==> src/design/mmbf_ram.sv <==
`timescale 1ns / 1ps
module mmbf_ram #(
  parameter int WIDTH = 8,
  parameter int DEPTH = 64
) (
  input  logic                     clk,
  input  logic                     we,
  input  logic [$clog2(DEPTH)-1:0] waddr,
  input  logic [WIDTH-1:0]         wdata,
  input  logic                     re,
  input  logic [$clog2(DEPTH)-1:0] raddr,
  output logic [WIDTH-1:0]         rdata
);

  logic [WIDTH-1:0] mem [DEPTH];

  // one write port, one registered read port
  always_ff @(posedge clk) begin
    if (we) begin
      mem[waddr] <= wdata;
    end
    if (re) begin
      rdata <= mem[raddr];
    end
  end

endmodule

==> config.mk <==
export PLATFORM = sky130hd
export DESIGN_NAME = mmbf_ram
export DESIGN_NICKNAME = d
export VERILOG_FILES = /design/src/design/mmbf_ram.sv
export SDC_FILE = /design/constraint.sdc
export NUM_CORES = 1
export LEC_CHECK = 0
export BUFFER_PORTS_ARGS = -buffer_cell sky130_fd_sc_hd__buf_2
export CELL_PAD_IN_SITES_DETAIL_PLACEMENT = 0
export CELL_PAD_IN_SITES_GLOBAL_PLACEMENT = 1
export CORE_MARGIN = 5
export CORE_UTILIZATION = 41
export CTS_CLUSTER_SIZE = 25
export DETAILED_ROUTE_END_ITERATION = 10
export PLACE_DENSITY_LB_ADDON = 0.2
export RECOVER_POWER = 100
export SLEW_MARGIN = 0
export SYNTH_ARGS = -nofsm -noshare
export SYNTH_HDL_FRONTEND = slang
export SYNTH_SLANG_ARGS = --single-unit
==> constraint.sdc <==
create_clock -name clk -period 4.9 [get_ports clk]
set_input_delay 0.49 -clock clk [delete_from_list [all_inputs] [get_ports clk]]
set_output_delay 0.49 -clock clk [all_outputs]
set_load 0.02 [all_outputs]
# Word-level counts from Yosys, hierarchy flattened
# Memories as Yosys holds them, arrays and structs flattened. A register that Yosys moved wholly into a read port is not among the register bits.
# Index checks and enable logic that the tools add are counted.
[op_classes]
n_reduce_logical = 0
div_mod_pow = 0
n_mul = 0
shift = 0
eq_ne = 0
add_sub_neg = 0
muxes = 2
n_bitwise = 0
magnitude_cmp = 0
[ops]
columns = ["operator", "n"]
rows = [
  ["1-bit two-way mux", 2],
]
[word_totals]
elab_cells = 3
latchBits = 0
ram_bits = 512
mem_bits_ro = 0
reg_bits = 0
in_bits = 23
n_memories = 1
[memory_table]
columns = ["memory", "depth", "word_bits", "read_ports", "rd_ports_with_merged_regs", "wr", "line", "text"]
rows = [
  ["mem", 64, 8, 1, 1, 1, "15", "logic [WIDTH-1:0] mem [DEPTH];"],
]

# Logic depth before layout (Yosys ltp)
[logic_depth]
depth_word = 2
ltp_mapped = 9
mapped_depth_nobuf = 5

# Worst setup path after synthesis
# OpenSTA, ideal clock, no wires.
[synth_timing]
path_kind = "input -> register"
from = "input raddr[1]"
to = "register rdata[3], read port of mem, data pin"
setup_ps = 266
arrival_ps = 2030
n_path_buf = 3
stages = 7
path_slack_ps = 2604
t_required_ps = 4634
path_cell_list = "buf_4 > buf_2 > buf_2 > mux4_2 > mux4_2 > o21ai_1 > o41ai_1"
[synth_rtl]
columns = ["element", "line", "text"]
rows = [
  ["from (decl)", "11", "input logic [$clog2(DEPTH)-1:0] raddr,"],
  ["to (decl)", "12", "output logic [WIDTH-1:0] rdata"],
]

# Final worst setup path
[layout_timing]
from = "input wdata[2]"
to = "memory mem[39][2], data pin"
[layout_rtl]
columns = ["element", "line", "text"]
rows = [
  ["from (decl)", "9", "input logic [WIDTH-1:0] wdata,"],
  ["to (decl)", "15", ""],
]
# Straight into the memory's write port.

==> impl_metrics.csv <==
group,metric,value,unit
outcome,status,"finished with violations",
outcome,violations,"capacitance limit, slew limit",
power_and_ir_drop,power_report.internal_total,7.25,mW
drt,detail_route.drc_violations,0,
clock_tree,path_clk_slew,60,ps
clock_tree,clock_sinks,520,
clock_tree,post_cts.resized_instances,0,
critical_path,worst-r2r-setup-slack,2220,ps
finish,final_cell_area,22600,um^2
yosys,netlist_area,20200,um^2
critical_path,worst-path-stages,2,
finish,n_fill_cell,4123,
yosys,synth_top_flop_cell,"sky130_fd_sc_hd__edfxtp_1",
finish,register_area,15600,um^2
yosys,ys_seq_elements,520,
sta,final-setup-viol-count,0,
floorplan,die_ht,232,um
global_routing,largest_net_degree_at_the_start_of_global_routing,65,
power_and_ir_drop,vdd_drop_max,0.225,mV
finish,number_of_nets_in_the_final_layout,1018,
power_and_ir_drop,clockPowerShare,41.1,%
critical_path,cp_data_arrival_time,2900,ps
clock_tree,post-cts-setup-buffer-count,0,
finish,postLayoutCoreUtil,46.4,%
place,placed_area,21100,um^2
power_and_ir_drop,sequential_power_share,53.9,%
drt,vias_per_cell,5.59,
finish,area.growth.synth_to_final,11.9,%
critical_path,timing.rr.end,"rdata[4]$_DFFE_PP_",
sta,maxSlewHeadroom,-116,%
clock_tree,tritoncts_clock_tree,"built",
floorplan,initial_standard_cell_utilization_of_the_core,41.4,%
sta,final.period_utilization,61.1,%
drt,drt-initial-drc-count,880,
critical_path,cp-endpoint,"mem[39][2]$_DFFE_PP_",
power_and_ir_drop,p_per_area,406,nW/um^2
drt,met1_length,21700,um
critical_path,rr_startpoint,"mem[29][4]$_DFFE_PP_",
floorplan,die-area,53900,um^2
yosys,fraction_of_the_yosys_area_taken_by_sequential_cells,77.1,%
floorplan,core_region_area,48800,um^2
critical_path,worst_setup_ep_type,"flop",
critical_path,cp_slowest_cell,"sky130_fd_sc_hd__clkbuf_1",
finish,multi_input_area,4320,um^2
critical_path,crit_start,"wdata[2]",
yosys,synth_edf_count,520,
critical_path,worst_setup_path_start_kind,"input pin",
power_and_ir_drop,comb_power_share,5.0,%
floorplan,rows,81,
sta,finalHoldViolations,0,
global_routing,grt_overflow,0,
global_routing,grt_pass1_wl,70100,um
yosys,syn_nets,963,
sta,fin_tns_setup,0,ps
critical_path,critical_path.max_fanout,64,
min_path,path_category_of_the_worst_min_delay_check,"input pin to flop",
critical_path,critical_path.cell_chain,"buf_2, clkbuf_1",
power_and_ir_drop,cellLeakagePower,6.92,nW
yosys,avgSynthCellArea,21.5,um^2
critical_path,path_class,"input pin to flop",
sta,transition_at_the_pin_with_the_smallest_max_transition_slack,3240,ps
yosys,synth.yosys.warnings,0,
power_and_ir_drop,netsw,1.95,mW
critical_path,worst-path-buf-inv,2,
clock_tree,tritoncts.num_buffers,52,
sta,final_period_minus_worst_setup_slack,2990,ps
drt,met3_wirelength,2810,um
drt,finalWirelength,47700,um
critical_path,cp_slowest_stage_delay,2220,ps
place,io_buffer_count,30,
place,post_detailed_placement_half_perimeter_wirelength,28600,um
sta,setup_repair_after_global_routing_missed_its_margin,"false",
drt,wl_met2,21900,um
drt,detailroute.via_count,9514,
critical_path,cp_data_required_time,4810,ps
power_and_ir_drop,proportion_of_total_power_due_to_net_switching,21.2,%
sta,timing.final.max_slew_violations,529,
global_routing,track_usage,18.0,%
sta,peak_freq,0.334,GHz
sta,worst_clock_skew,16.9,ps
floorplan,die_width,232,um
clock_tree,clk_root_buffer_cell,"sky130_fd_sc_hd__clkbuf_16",
clock_tree,cts_hold_buffers,0,
global_routing,antenna_violations_before_repair,2,
yosys,postSynthCellCount,940,
drt,firstDrtPassIters,5,
floorplan,ioPinCount,31,
critical_path,critical_path.top_delay_family,"buffers and inverters",
job,maxCapViolations,9,
yosys,ys_async_sr_fraction,0,%
drt,drtAntennaViolNets,0,
clock_tree,worst_skew_pair.late_latency,590,ps
drt,routedWlPerCell,28.0,um
critical_path,worstRegToRegCells,5,
place,routabilityCongestion,0.795,
drt,highest_metal_layer_with_signal_wires,"met4",
power_and_ir_drop,power,9.20,mW
yosys,yosys.cell_types.count,39,
clock_tree,cts_htree_levels,2,
global_routing,grt_pass1_vias,9815,
finish,drive_gt1_share,23.2,%
clock_tree,cts-root-to-sink-buffers,3,
-- cell usage after synthesis, types with 3 or more instances --
library cell	instances	area [um^2]
sky130_fd_sc_hd__nand2b_1	7	43.8
sky130_fd_sc_hd__buf_4	13	97.6
sky130_fd_sc_hd__nand3_1	13	65.1
sky130_fd_sc_hd__a221oi_1	6	52.6
sky130_fd_sc_hd__buf_1	4	15.0
sky130_fd_sc_hd__clkbuf_1	17	63.8
sky130_fd_sc_hd__nor3_1	7	35.0
sky130_fd_sc_hd__nor2_1	83	312
sky130_fd_sc_hd__nor2b_1	14	87.6
sky130_fd_sc_hd__a211oi_1	4	30.0
sky130_fd_sc_hd__o2bb2ai_1	3	26.3
sky130_fd_sc_hd__a21oi_1	3	15.0
sky130_fd_sc_hd__mux2_2	13	146
sky130_fd_sc_hd__buf_6	4	45.0
sky130_fd_sc_hd__edfxtp_1	520	15600
sky130_fd_sc_hd__o221ai_1	8	70.1
sky130_fd_sc_hd__a22oi_1	3	22.5
sky130_fd_sc_hd__buf_2	11	55.1
sky130_fd_sc_hd__o22ai_1	8	50.1
sky130_fd_sc_hd__o2111ai_1	3	26.3
sky130_fd_sc_hd__nand2_1	19	71.3
sky130_fd_sc_hd__nand3b_1	3	22.5
sky130_fd_sc_hd__mux2i_1	23	230
sky130_fd_sc_hd__mux4_2	126	2840
-- logic make-up (layout without fill, tap and decap cells) --
group	after synthesis	after routing	synth area share (%)
DFF	520	520	77.1
muxes	162	162	15.9
and+or+nand+nor	153	153	3.37
AOI/OAI and AO/OA	54	54	2.06
buffers and inverters	51	149	1.56
other	0	1	0
-- state kept, by name (all words and copies together) (netlist names) --
register  count
mem         512
rdata         8
-- how the worst min path moves through the flow --
stage                         startpoint             endpoint  slack (ps)  cells past startpoint
global placement    mem[22][2]$_DFFE_PP_   rdata[2]$_DFFE_PP_         900                      4
finish                                re   rdata[3]$_DFFE_PP_         510                      1
global route                          re   rdata[3]$_DFFE_PP_         490                      1
CTS                                   re   rdata[2]$_DFFE_PP_         280                      1
detailed placement  mem[22][0]$_DFFE_PP_   rdata[0]$_DFFE_PP_         900                      4
floorplan                       wdata[0]  mem[0][0]$_DFFE_PP_         590                      0
-- metrics by stage --
stage	setup slack (ps)	cells	hold WS [ps]
2_1_floorplan	2600	940	589
3_3_place_gp	1300	1605	902
3_5_place_dp	1340	1605	895
4_1_cts	1960	1702	277
5_1_grt	1630	1702	487
6_report	1910	1703	514
-- placed cells by master (no fill, tap or decap), types with 11 or more instances in the layout --
cell and n:
sky130_fd_sc_hd__buf_2 13, sky130_fd_sc_hd__buf_4 17, sky130_fd_sc_hd__clkbuf_1 35, sky130_fd_sc_hd__clkbuf_16 53, sky130_fd_sc_hd__clkinv_1 13, sky130_fd_sc_hd__clkinv_2 11
sky130_fd_sc_hd__edfxtp_1 520, sky130_fd_sc_hd__mux2_2 12, sky130_fd_sc_hd__mux2i_1 23, sky130_fd_sc_hd__mux4_2 126, sky130_fd_sc_hd__nand2_1 19, sky130_fd_sc_hd__nand3_1 13
sky130_fd_sc_hd__nor2_1 83, sky130_fd_sc_hd__nor2b_1 14
-- routing by layer --
layer  track usage (%)  vias up
met5                 0        -
li1                  -     4058
met4              5.91        0
met3              3.51       84
met2              26.9      323
met1              26.9     5049
-- power groups by stage --
stage | clock network [mW] | registers, mW | logic, mW
2_1_floorplan | 0 | 5.04 | 0.263
4_1_cts | 3.87 | 4.95 | 0.473
3_5_place_dp | 0 | 5.04 | 0.472
6_report | 3.78 | 4.96 | 0.457
3_3_place_gp | 0 | 5.04 | 0.469
5_1_grt | 4.06 | 4.96 | 0.491
-- final cells by class --
cell class	count	share of cell area [%]
Antenna cell	1	0.0110
Clock buffer	67	6.09
Clock inverter	30	0.972
Multi-Input combinational cell	369	19.1
Sequential cell	520	68.9
Tap cell	664	3.67
Timing Repair Buffer	52	1.26
No activity file was read; power rests on OpenSTA's default activity.
